**config.mk**
```make
export PLATFORM = sky130hd
export DESIGN_NAME = tilt_roll_limit_monitor
export DESIGN_NICKNAME = d
export VERILOG_FILES = /design/src/rtl/trlm_pkg.sv /design/src/rtl/trlm_cordic_step.sv /design/src/rtl/tilt_roll_limit_monitor.sv
export SDC_FILE = /design/constraint.sdc
export NUM_CORES = 2
export LEC_CHECK = 0
export BUFFER_PORTS_ARGS = -buffer_cell sky130_fd_sc_hd__buf_4
export CELL_PAD_IN_SITES_DETAIL_PLACEMENT = 0
export CELL_PAD_IN_SITES_GLOBAL_PLACEMENT = 1
export CORE_ASPECT_RATIO = 1.2
export CORE_UTILIZATION = 52
export CTS_BUF_LIST = sky130_fd_sc_hd__clkbuf_2
export CTS_CLUSTER_SIZE = 14
export DETAILED_ROUTE_END_ITERATION = 12
export GPL_ROUTABILITY_DRIVEN = 0
export PLACE_DENSITY_LB_ADDON = 0.1
export SLEW_MARGIN = 40
export SYNTH_ARGS = -nofsm -noshare
export SYNTH_HDL_FRONTEND = slang
export SYNTH_SLANG_ARGS = --single-unit
```
**constraint.sdc**
```tcl
create_clock -name i_clk -period 13.2 [get_ports i_clk]
set_input_delay 1.98 -clock i_clk [delete_from_list [all_inputs] [get_ports i_clk]]
set_output_delay 1.98 -clock i_clk [all_outputs]
set_load 0.1 [all_outputs]
```
**src/rtl/trlm_pkg.sv**
```systemverilog
package trlm_pkg;

    // Default sizes handed to the top level
    localparam int SAMPLE_WIDTH_DEF = 16;
    localparam int CORDIC_STEPS_DEF = 24;

    // Fixed-point formats
    localparam int GUARD_BITS   = 8;
    localparam int ANGLE_FRAC   = 20;
    localparam int ANG_W        = 28;
    localparam int ATAN_W       = 26;
    localparam int SHIFT_W      = 5;
    localparam int INV_GAIN_W   = 20;
    localparam logic [INV_GAIN_W-1:0] INV_GAIN_Q20 = 20'd636751;

    // Result and register widths
    localparam int ROLL_W     = 10;
    localparam int LIMIT_W    = 10;
    localparam int OFFSET_W   = 9;
    localparam int DEG_W      = 7;
    localparam int CFG_IDX_W  = 2;
    localparam int CFG_DATA_W = 10;

    localparam logic signed [LIMIT_W-1:0]  LIMIT_RESET  = 10'sd30;
    localparam logic signed [OFFSET_W-1:0] OFFSET_RESET = 9'sd0;

    // Register indexes
    localparam logic [CFG_IDX_W-1:0] CFG_LIMIT  = 2'd0;
    localparam logic [CFG_IDX_W-1:0] CFG_OFFSET = 2'd1;

    // Whole-degree angles
    localparam logic [DEG_W-1:0] DEG_ZERO  = 7'd0;
    localparam logic [DEG_W-1:0] DEG_30    = 7'd30;
    localparam logic [DEG_W-1:0] DEG_45    = 7'd45;
    localparam logic [DEG_W-1:0] DEG_60    = 7'd60;
    localparam logic [DEG_W-1:0] DEG_MAX   = 7'd89;
    localparam logic [DEG_W-1:0] DEG_RIGHT = 7'd90;

    // atan(2^-k) in degrees, Q20
    localparam logic [ATAN_W-1:0] ATAN_DEG_Q20 [32] = '{
        26'd47185920, 26'd27855475, 26'd14718068, 26'd7471121,
        26'd3750058,  26'd1876857,  26'd938658,   26'd469357,
        26'd234682,   26'd117342,   26'd58671,    26'd29335,
        26'd14668,    26'd7334,     26'd3667,     26'd1833,
        26'd917,      26'd458,      26'd229,      26'd115,
        26'd57,       26'd29,       26'd14,       26'd7,
        26'd4,        26'd2,        26'd1,        26'd0,
        26'd0,        26'd0,        26'd0,        26'd0
    };

    // Sequencer states
    typedef enum logic [3:0] {
        ST_IDLE,
        ST_SQUARE,
        ST_SUM,
        ST_TRIPLE,
        ST_CHECK,
        ST_VEC1,
        ST_GAIN,
        ST_VEC2,
        ST_ANGLE,
        ST_DONE
    } t_state;

endpackage

```
**src/rtl/trlm_cordic_step.sv**
```systemverilog
module trlm_cordic_step #(
    parameter int W = 27
) (
    input  logic signed [W-1:0]                i_x,
    input  logic signed [W-1:0]                i_y,
    input  logic signed [trlm_pkg::ANG_W-1:0]  i_z,
    input  logic [trlm_pkg::SHIFT_W-1:0]       i_k,
    output logic signed [W-1:0]                o_x,
    output logic signed [W-1:0]                o_y,
    output logic signed [trlm_pkg::ANG_W-1:0]  o_z
);
    import trlm_pkg::*;

    logic signed [W-1:0]     dx;
    logic signed [W-1:0]     dy;
    logic signed [ANG_W-1:0] step_ang;

    // shifts round toward minus infinity
    assign dx       = i_y >>> i_k;
    assign dy       = i_x >>> i_k;
    assign step_ang = ANG_W'(ATAN_DEG_Q20[i_k]);

    // vectoring: rotate down while y is not negative
    always_comb begin
        if (!i_y[W-1]) begin
            o_x = i_x + dx;
            o_y = i_y - dy;
            o_z = i_z + step_ang;
        end else begin
            o_x = i_x - dx;
            o_y = i_y + dy;
            o_z = i_z - step_ang;
        end
    end

endmodule

```
**src/rtl/tilt_roll_limit_monitor.sv**
```systemverilog
// Roll angle monitor. Each accepted beat (accel_x, accel_y, accel_z) yields one result
// beat: roll_deg = sign(y) * trunc(atan2(|y|, sqrt(x^2 + z^2))) in whole degrees plus
// angle_offset, with a change flag, an over-limit flag (roll_deg > angle_limit) and one-shot
// raise/clear events. Exact angles (0, 30, 45, 60, 90) are found by integer tests on the
// squares; the rest run two CORDIC vectoring passes, magnitude then angle, through one
// shared shift-add stage at one iteration per cycle; an exact angle skips both passes.
// The input stalls for the whole computation; a finished result waits in the output
// register while the next sample is taken.
// Write the configuration only while no sample is in flight; a write takes effect at once.
module tilt_roll_limit_monitor #(
    parameter int SAMPLE_WIDTH = trlm_pkg::SAMPLE_WIDTH_DEF,
    parameter int CORDIC_STEPS = trlm_pkg::CORDIC_STEPS_DEF
) (
    input  logic                                  i_clk,
    input  logic                                  i_rst_n,
    // sample channel
    input  logic                                  i_in_valid,
    output logic                                  o_in_stall,
    input  logic signed [SAMPLE_WIDTH-1:0]        i_accel_x,
    input  logic signed [SAMPLE_WIDTH-1:0]        i_accel_y,
    input  logic signed [SAMPLE_WIDTH-1:0]        i_accel_z,
    // configuration
    input  logic                                  i_cfg_we,
    input  logic [trlm_pkg::CFG_IDX_W-1:0]        i_cfg_idx,
    input  logic [trlm_pkg::CFG_DATA_W-1:0]       i_cfg_data,
    // result channel
    output logic                                  o_out_valid,
    input  logic                                  i_out_stall,
    output logic signed [trlm_pkg::ROLL_W-1:0]    o_roll_deg,
    output logic                                  o_roll_changed,
    output logic                                  o_above_limit,
    output logic                                  o_warn_raise,
    output logic                                  o_warn_clear
);
    import trlm_pkg::*;

    localparam int SW    = SAMPLE_WIDTH;
    localparam int W     = SW + GUARD_BITS + 3;
    localparam int SQ_W  = 2 * SW;
    localparam int TRI_W = SQ_W + 2;
    localparam int MB_W  = (SW > INV_GAIN_W) ? SW : INV_GAIN_W;
    localparam int P_W   = W + MB_W;
    localparam int CNT_W = $clog2(CORDIC_STEPS);
    localparam int WHL_W = ANG_W - ANGLE_FRAC;
    localparam logic [CNT_W-1:0] LAST_STEP = CNT_W'(CORDIC_STEPS - 1);
    localparam logic [CNT_W-1:0] SQ_X      = CNT_W'(0);
    localparam logic [CNT_W-1:0] SQ_Y      = CNT_W'(1);
    localparam logic [CNT_W-1:0] SQ_LAST   = CNT_W'(2);

    t_state r_state, n_state;
    logic [CNT_W-1:0] r_cnt;

    // sample magnitudes and squares
    logic [SW-1:0]    r_xa, r_ya, r_za;
    logic             r_yneg;
    logic [SQ_W-1:0]  r_x2, r_y2, r_z2;
    logic [SQ_W:0]    r_s;
    logic [TRI_W-1:0] r_y3, r_s3;

    // CORDIC registers
    logic signed [W-1:0]     r_cx, r_cy;
    logic signed [ANG_W-1:0] r_cz;
    logic [DEG_W-1:0]        r_deg;

    // configuration and history
    logic signed [LIMIT_W-1:0]  r_limit;
    logic signed [OFFSET_W-1:0] r_offset;
    logic signed [ROLL_W-1:0]   r_prev_roll;
    logic                       r_prev_valid;
    logic                       r_warn;

    // result register
    logic                       r_out_valid;
    logic signed [ROLL_W-1:0]   r_roll;
    logic                       r_changed, r_over, r_raise, r_clear;

    // combinational helpers
    logic                       step_last;
    logic                       out_free;
    logic                       out_load;
    logic                       is_exact;
    logic [DEG_W-1:0]           exact_deg;
    logic [DEG_W-1:0]           angle_deg;
    logic [WHL_W-1:0]           whole;
    logic [SW-1:0]              mag_x, mag_y, mag_z;
    logic [W-1:0]               mul_a;
    logic [MB_W-1:0]            mul_b;
    logic [P_W-1:0]             mul_p;
    logic signed [W-1:0]        st_x, st_y;
    logic signed [ANG_W-1:0]    st_z;
    logic signed [ROLL_W-1:0]   deg_s, roll, signed_deg;
    logic                       over;

    // sample magnitudes; the most negative value maps to its unsigned magnitude
    assign mag_x = i_accel_x[SW-1] ? SW'(-i_accel_x) : i_accel_x;
    assign mag_y = i_accel_y[SW-1] ? SW'(-i_accel_y) : i_accel_y;
    assign mag_z = i_accel_z[SW-1] ? SW'(-i_accel_z) : i_accel_z;

    // next state
    always_comb begin
        n_state = r_state;
        unique case (r_state)
            ST_IDLE:   if (i_in_valid) n_state = ST_SQUARE;
            ST_SQUARE: if (r_cnt == SQ_LAST) n_state = ST_SUM;
            ST_SUM:    n_state = ST_TRIPLE;
            ST_TRIPLE: n_state = ST_CHECK;
            ST_CHECK:  n_state = is_exact ? ST_DONE : ST_VEC1;
            ST_VEC1:   if (step_last) n_state = ST_GAIN;
            ST_GAIN:   n_state = ST_VEC2;
            ST_VEC2:   if (step_last) n_state = ST_ANGLE;
            ST_ANGLE:  n_state = ST_DONE;
            ST_DONE:   if (out_free) n_state = ST_IDLE;
            default:   n_state = ST_IDLE;
        endcase
    end

    // sequencer outputs
    always_comb begin
        o_in_stall = (r_state != ST_IDLE);
        step_last  = (r_cnt == LAST_STEP);
        out_free   = !r_out_valid || !i_out_stall;
        out_load   = (r_state == ST_DONE) && out_free;
    end

    always_ff @(posedge i_clk) begin
        if (!i_rst_n) begin
            r_state <= ST_IDLE;
            r_cnt   <= '0;
        end else begin
            r_state <= n_state;
            r_cnt   <= (r_state != n_state) ? '0 : r_cnt + CNT_W'(1);
        end
    end

    // shared multiplier: squares, then the inverse-gain correction
    always_comb begin
        if (r_state == ST_GAIN) begin
            mul_a = r_cx[W-1] ? '0 : W'(unsigned'(r_cx));
            mul_b = MB_W'(INV_GAIN_Q20);
        end else begin
            case (r_cnt)
                SQ_X: begin
                    mul_a = W'(r_xa);
                    mul_b = MB_W'(r_xa);
                end
                SQ_Y: begin
                    mul_a = W'(r_ya);
                    mul_b = MB_W'(r_ya);
                end
                default: begin
                    mul_a = W'(r_za);
                    mul_b = MB_W'(r_za);
                end
            endcase
        end
    end

    assign mul_p = mul_a * mul_b;

    // shared CORDIC iteration
    trlm_cordic_step #(
        .W (W)
    ) u_step (
        .i_x (r_cx),
        .i_y (r_cy),
        .i_z (r_cz),
        .i_k (SHIFT_W'(r_cnt)),
        .o_x (st_x),
        .o_y (st_y),
        .o_z (st_z)
    );

    // exact-angle tests on the squares
    always_comb begin
        is_exact  = 1'b1;
        exact_deg = DEG_60;
        if (r_ya == '0) begin
            exact_deg = DEG_ZERO;
        end else if (r_s == '0) begin
            exact_deg = DEG_RIGHT;
        end else if ((SQ_W + 1)'(r_y2) == r_s) begin
            exact_deg = DEG_45;
        end else if (r_y3 == TRI_W'(r_s)) begin
            exact_deg = DEG_30;
        end else if (TRI_W'(r_y2) == r_s3) begin
            exact_deg = DEG_60;
        end else begin
            is_exact = 1'b0;
        end
    end

    // whole degrees from the angle accumulator, held within 0..89
    always_comb begin
        whole = r_cz[ANG_W-1:ANGLE_FRAC];
        if (r_cz[ANG_W-1]) begin
            angle_deg = DEG_ZERO;
        end else if (whole > WHL_W'(DEG_MAX)) begin
            angle_deg = DEG_MAX;
        end else begin
            angle_deg = DEG_W'(whole);
        end
    end

    // datapath
    always_ff @(posedge i_clk) begin
        unique case (r_state)
            ST_IDLE: begin
                if (i_in_valid) begin
                    r_xa   <= mag_x;
                    r_ya   <= mag_y;
                    r_za   <= mag_z;
                    r_yneg <= i_accel_y[SW-1];
                end
            end
            ST_SQUARE: begin
                case (r_cnt)
                    SQ_X:    r_x2 <= mul_p[SQ_W-1:0];
                    SQ_Y:    r_y2 <= mul_p[SQ_W-1:0];
                    default: r_z2 <= mul_p[SQ_W-1:0];
                endcase
            end
            ST_SUM: begin
                r_s  <= (SQ_W + 1)'(r_x2) + (SQ_W + 1)'(r_z2);
                r_y3 <= TRI_W'(r_y2) + (TRI_W'(r_y2) << 1);
            end
            ST_TRIPLE: begin
                r_s3 <= TRI_W'(r_s) + (TRI_W'(r_s) << 1);
            end
            ST_CHECK: begin
                r_deg <= exact_deg;
                r_cx  <= signed'(W'(r_xa) << GUARD_BITS);
                r_cy  <= signed'(W'(r_za) << GUARD_BITS);
            end
            ST_VEC1: begin
                r_cx <= st_x;
                r_cy <= st_y;
            end
            ST_GAIN: begin
                r_cx <= signed'(W'(mul_p >> ANGLE_FRAC));
                r_cy <= signed'(W'(r_ya) << GUARD_BITS);
                r_cz <= '0;
            end
            ST_VEC2: begin
                r_cx <= st_x;
                r_cy <= st_y;
                r_cz <= st_z;
            end
            ST_ANGLE: begin
                r_deg <= angle_deg;
            end
            default: begin
            end
        endcase
    end

    // configuration registers
    always_ff @(posedge i_clk) begin
        if (!i_rst_n) begin
            r_limit  <= LIMIT_RESET;
            r_offset <= OFFSET_RESET;
        end else if (i_cfg_we) begin
            unique case (i_cfg_idx)
                CFG_LIMIT:  r_limit  <= signed'(i_cfg_data[LIMIT_W-1:0]);
                CFG_OFFSET: r_offset <= signed'(i_cfg_data[OFFSET_W-1:0]);
                default: begin
                end
            endcase
        end
    end

    // signed roll and limit compare
    always_comb begin
        deg_s      = signed'(ROLL_W'(r_deg));
        signed_deg = r_yneg ? -deg_s : deg_s;
        roll       = signed_deg + ROLL_W'(r_offset);
        over       = roll > r_limit;
    end

    // history and result register
    always_ff @(posedge i_clk) begin
        if (!i_rst_n) begin
            r_out_valid  <= 1'b0;
            r_prev_roll  <= '0;
            r_prev_valid <= 1'b0;
            r_warn       <= 1'b0;
        end else if (out_load) begin
            r_out_valid  <= 1'b1;
            r_prev_roll  <= roll;
            r_prev_valid <= 1'b1;
            r_warn       <= over;
        end else if (!i_out_stall) begin
            r_out_valid  <= 1'b0;
        end
    end

    always_ff @(posedge i_clk) begin
        if (out_load) begin
            r_roll    <= roll;
            r_changed <= !r_prev_valid || (roll != r_prev_roll);
            r_over    <= over;
            r_raise   <= over && !r_warn;
            r_clear   <= !over && r_warn;
        end
    end

    assign o_out_valid    = r_out_valid;
    assign o_roll_deg     = r_roll;
    assign o_roll_changed = r_changed;
    assign o_above_limit  = r_over;
    assign o_warn_raise   = r_raise;
    assign o_warn_clear   = r_clear;

endmodule

```
==> metrics.md <==
| Metric | Value |
|---|---|
| Status | `complete, no violations` |
| Row cnt | `118` |
| Synth warn | `0` |
| Initial core utilization | `0.526` |
| Final Worst Setup Slack | `2.04 ns` |
| Final slew viol count | `0` |
| ANT nets after route | `0` |
| Pre-CTS setup slack | `2.26 ns` |
| Postcts setup bufs | `0` |
| Initial antenna violation count | `2` |
| Design area | `0.0485 mm2` |
| Global-route wire length before repair | `207 mm` |
| Final wirelength | `133 mm` |
| Clk_skew | `0.106 ns` |
| Critical path type | `flop to flop` |
| Buf/Inv on CP | `7` |
| TritonCTS Buffers | `104` |
| Die footprint | `0.0885 mm2` |
| Gr ovfl total | `0` |
| Rel. slew slack | `0.417` |
| Top cells by area, synth | `edfxtp_1 (23%), fa_1 (17%), ha_1 (11%)` |
| H-tree depth | `3` |
| Layout cell share with drive strength beyond 1 | `0.0862` |
| Hold-fix buffers, CTS | `0` |
| Net count, final | `5,811` |
| Syn Area/Cell | `9.37 um2` |
| Clk Latency, worst-skew pair | `1.25 ns` |
| DR vias/cell | `5.79` |
| Worst Setup End Kind | `flop` |
| Number of DRC violations after detailed-routing iteration 0 | `2,754` |
| Final Hold Viols | `0` |
| Tmin final | `11.16 ns` |
| Seq cells post-synth | `390` |
| Drt pass-1 iters | `8` |
| EDFF count, synth | `349` |
| CP Data Required Time | `14.13 ns` |
| Slowest cell on the critical path | `and3_1` |
| Clock Path Buffers | `3` |
| Critical path startpoint category | `flop` |
| Overall Global Routing Usage | `0.303` |
| Filler Cells Inserted | `7,992` |
| Max Cap Viol | `0` |
| Crit-path most repeated cell | `fa_1` |
| Detail Placement HPWL | `106 mm` |
| Unrepaired setup endpoints after global routing | `no` |
| Die W | `272 um` |
| Largest net degree at the start of global routing | `82` |
| Avg WL per Cell | `21.6 um` |
| Syn Inst Count | `4,848` |
| Die H | `326 um` |
| CTS tree | `done` |
| Worst EP arrival | `12.08 ns` |
| Cell Area, Placed | `0.0474 mm2` |
| Clock Sinks | `390` |
| IO buf count | `80` |
| Worst Path Max Fanout | `23` |
| Number of remaining DRC errors | `0` |
| Delay-heaviest family, CP | `adder cells` |
| Top cell type's share of synthesized area | `0.231` |
| Top_reg_cell synth | `edfxtp_1` |
| Root buf cell | `clkbuf_2` |
| Worst Tran Pin Value | `0.871 ns` |
| Post-route clock period utilization | `0.845` |
| Worst Hold Class | `flop to flop` |
| Vias in the first global route | `36,300` |
| Yosys cell types | `87` |
| I/O pins | `81` |
| Synth Cell Area | `0.0454 mm2` |
| Area leader, netlist | `edfxtp_1` |
| CP max stage delay | `0.78 ns` |
| Vias | `35,800` |
| Setup TNS | `0 ns` |
| Seq/Total Area, Yosys | `0.249` |
| Core area | `0.0864 mm2` |
| Clk slew on worst S/H paths | `0.12 ns` |
| Highest clock rate | `89.6 MHz` |
| Final setup viols | `0` |
| Asr flop ratio synth | `0` |
| Post-CTS sizing | `0` |
| Syn-to-layout area delta | `6.80%` |
## cell type report
class	count	area, um2	area share
clock inverter	57	399	0.00823
timing repair buffer	124	960	0.0198
tap	1140	1430	0.0294
multi-input combinational	3566	30800	0.635
inverter	774	2910	0.0599
antenna	7	17.5	0.000361
sequential	390	11300	0.233
clock buffer	135	676	0.0139
## Yosys cell counts (33+ instances only)
cell and n:
xnor2_1 283, a22oi_1 44, ha_1 400, clkbuf_1 139, nand2_1 404, nand3_1 64, o21ai_0 183, nand4_1 49
xor2_1 116, or3_1 35, nor2b_1 50, a21oi_1 225, edfxtp_1 349, o21a_1 41, and3_1 78, o21bai_1 33
mux4_2 61, a31oi_1 39, nor2_1 345, nor3_1 56, dfxtp_1 41, mux2i_1 51, inv_1 767, a21o_1 118
nand2b_1 52, fa_1 386
## metrics by stage
stage / hold WS (ns) / instances / utilization
global route: 0.494 / 6192 / 0.561
floorplan: 0.440 / 4896 / -
finish: 0.475 / 6193 / 0.561
global placement: 0.452 / 5993 / 0.548
CTS: 0.474 / 6185 / 0.561
detailed placement: 0.460 / 5993 / 0.548
## cells in the final DEF, fill, tap and decap left out, types with 20 or more instances in the layout
cell,synthesis,final
a21oi_1,225,223
nand3_1,64,62
o21ai_0,183,181
a211oi_1,32,32
o31ai_1,25,24
conb_1,2,50
or3_1,35,35
nand4_1,49,49
mux2_2,27,27
clkinv_1,6,39
nand2_1,404,404
a21boi_0,25,24
nand2b_1,52,52
o211ai_1,23,23
a31oi_1,39,39
dfxtp_1,41,36
and2_1,20,20
nor2b_1,50,50
fa_1,386,386
nor3_1,56,54
edfxtp_1,349,349
nor2_1,345,339
o21a_1,41,41
and3_1,78,77
xor2_1,116,116
a21o_1,118,118
mux4_2,61,61
xnor2_1,283,283
ha_1,400,400
mux2i_1,51,51
inv_1,767,765
nor4_1,26,25
buf_4,0,121
o21bai_1,33,33
a22oi_1,44,44
clkbuf_2,0,135
## metal layers
metal / vias up / routed length (um) / track usage / part of all wire
met4: 0 / 6640 / 0.145 / 0.050
met5: - / 0 / 0 / 0
met1: 17600 / 54400 / 0.381 / 0.41
met3: 322 / 7230 / 0.0374 / 0.054
met2: 1123 / 65200 / 0.518 / 0.49
li1: 16800 / - / - / -
## state kept, by name, indices dropped and copies added (netlist names), 4 cells and up
signal       count
r_za            16
r_deg            7
r_s3            34
r_y3            34
o_roll_deg      10
r_limit         10
r_cnt            5
r_x2            32
r_state          4
r_offset         9
r_s             33
r_cy            27
r_ya            16
r_y2            32
r_prev_roll     10
r_cz            28
r_xa            16
r_z2            32
r_cx            27
## final timing paths
kind / from / endpoint / slack (ns) / depth (start not counted)
worst min-delay path: r_limit[8]$_SDFFE_PN0P_ / r_limit[8]$_SDFFE_PN0P_ / 0.47 / 2
worst min register to register: r_limit[8]$_SDFFE_PN0P_ / r_limit[8]$_SDFFE_PN0P_ / 0.47 / 2
worst max-delay path: r_cnt[0]$_SDFF_PP0_ / r_cx[20]$_DFFE_PP_ / 2.04 / 31
worst max register to register: r_cnt[0]$_SDFF_PP0_ / r_cx[20]$_DFFE_PP_ / 2.04 / 31
## tightest hold or removal path: cells and delay by family, from the launching register on
family             cells  cell delay (ns)
DFF                    1             0.32
AOI/OAI and AO/OA      1             0.06
and+or+nand+nor        1             0.05
## cells by family (layout without fill, tap and decap cells)
| logic type | Yosys count | in the layout | synth area share |
|---|---|---|---|
| simple gates | 1252 | 1252 | 0.131 |
| compound gates | 940 | 940 | 0.136 |
| buf+inv | 940 | 1090 | 0.0784 |
| fa+ha+maj | 786 | 786 | 0.280 |
| xor+xnor | 399 | 399 | 0.0770 |
| flops | 390 | 390 | 0.249 |
| mux | 139 | 139 | 0.0482 |
| other cells | 2 | 57 | 0.000165 |
Power is left out: the tool's default activity adds up to more than one toggle a clock period on the data nets, which glitch-free logic cannot reach.
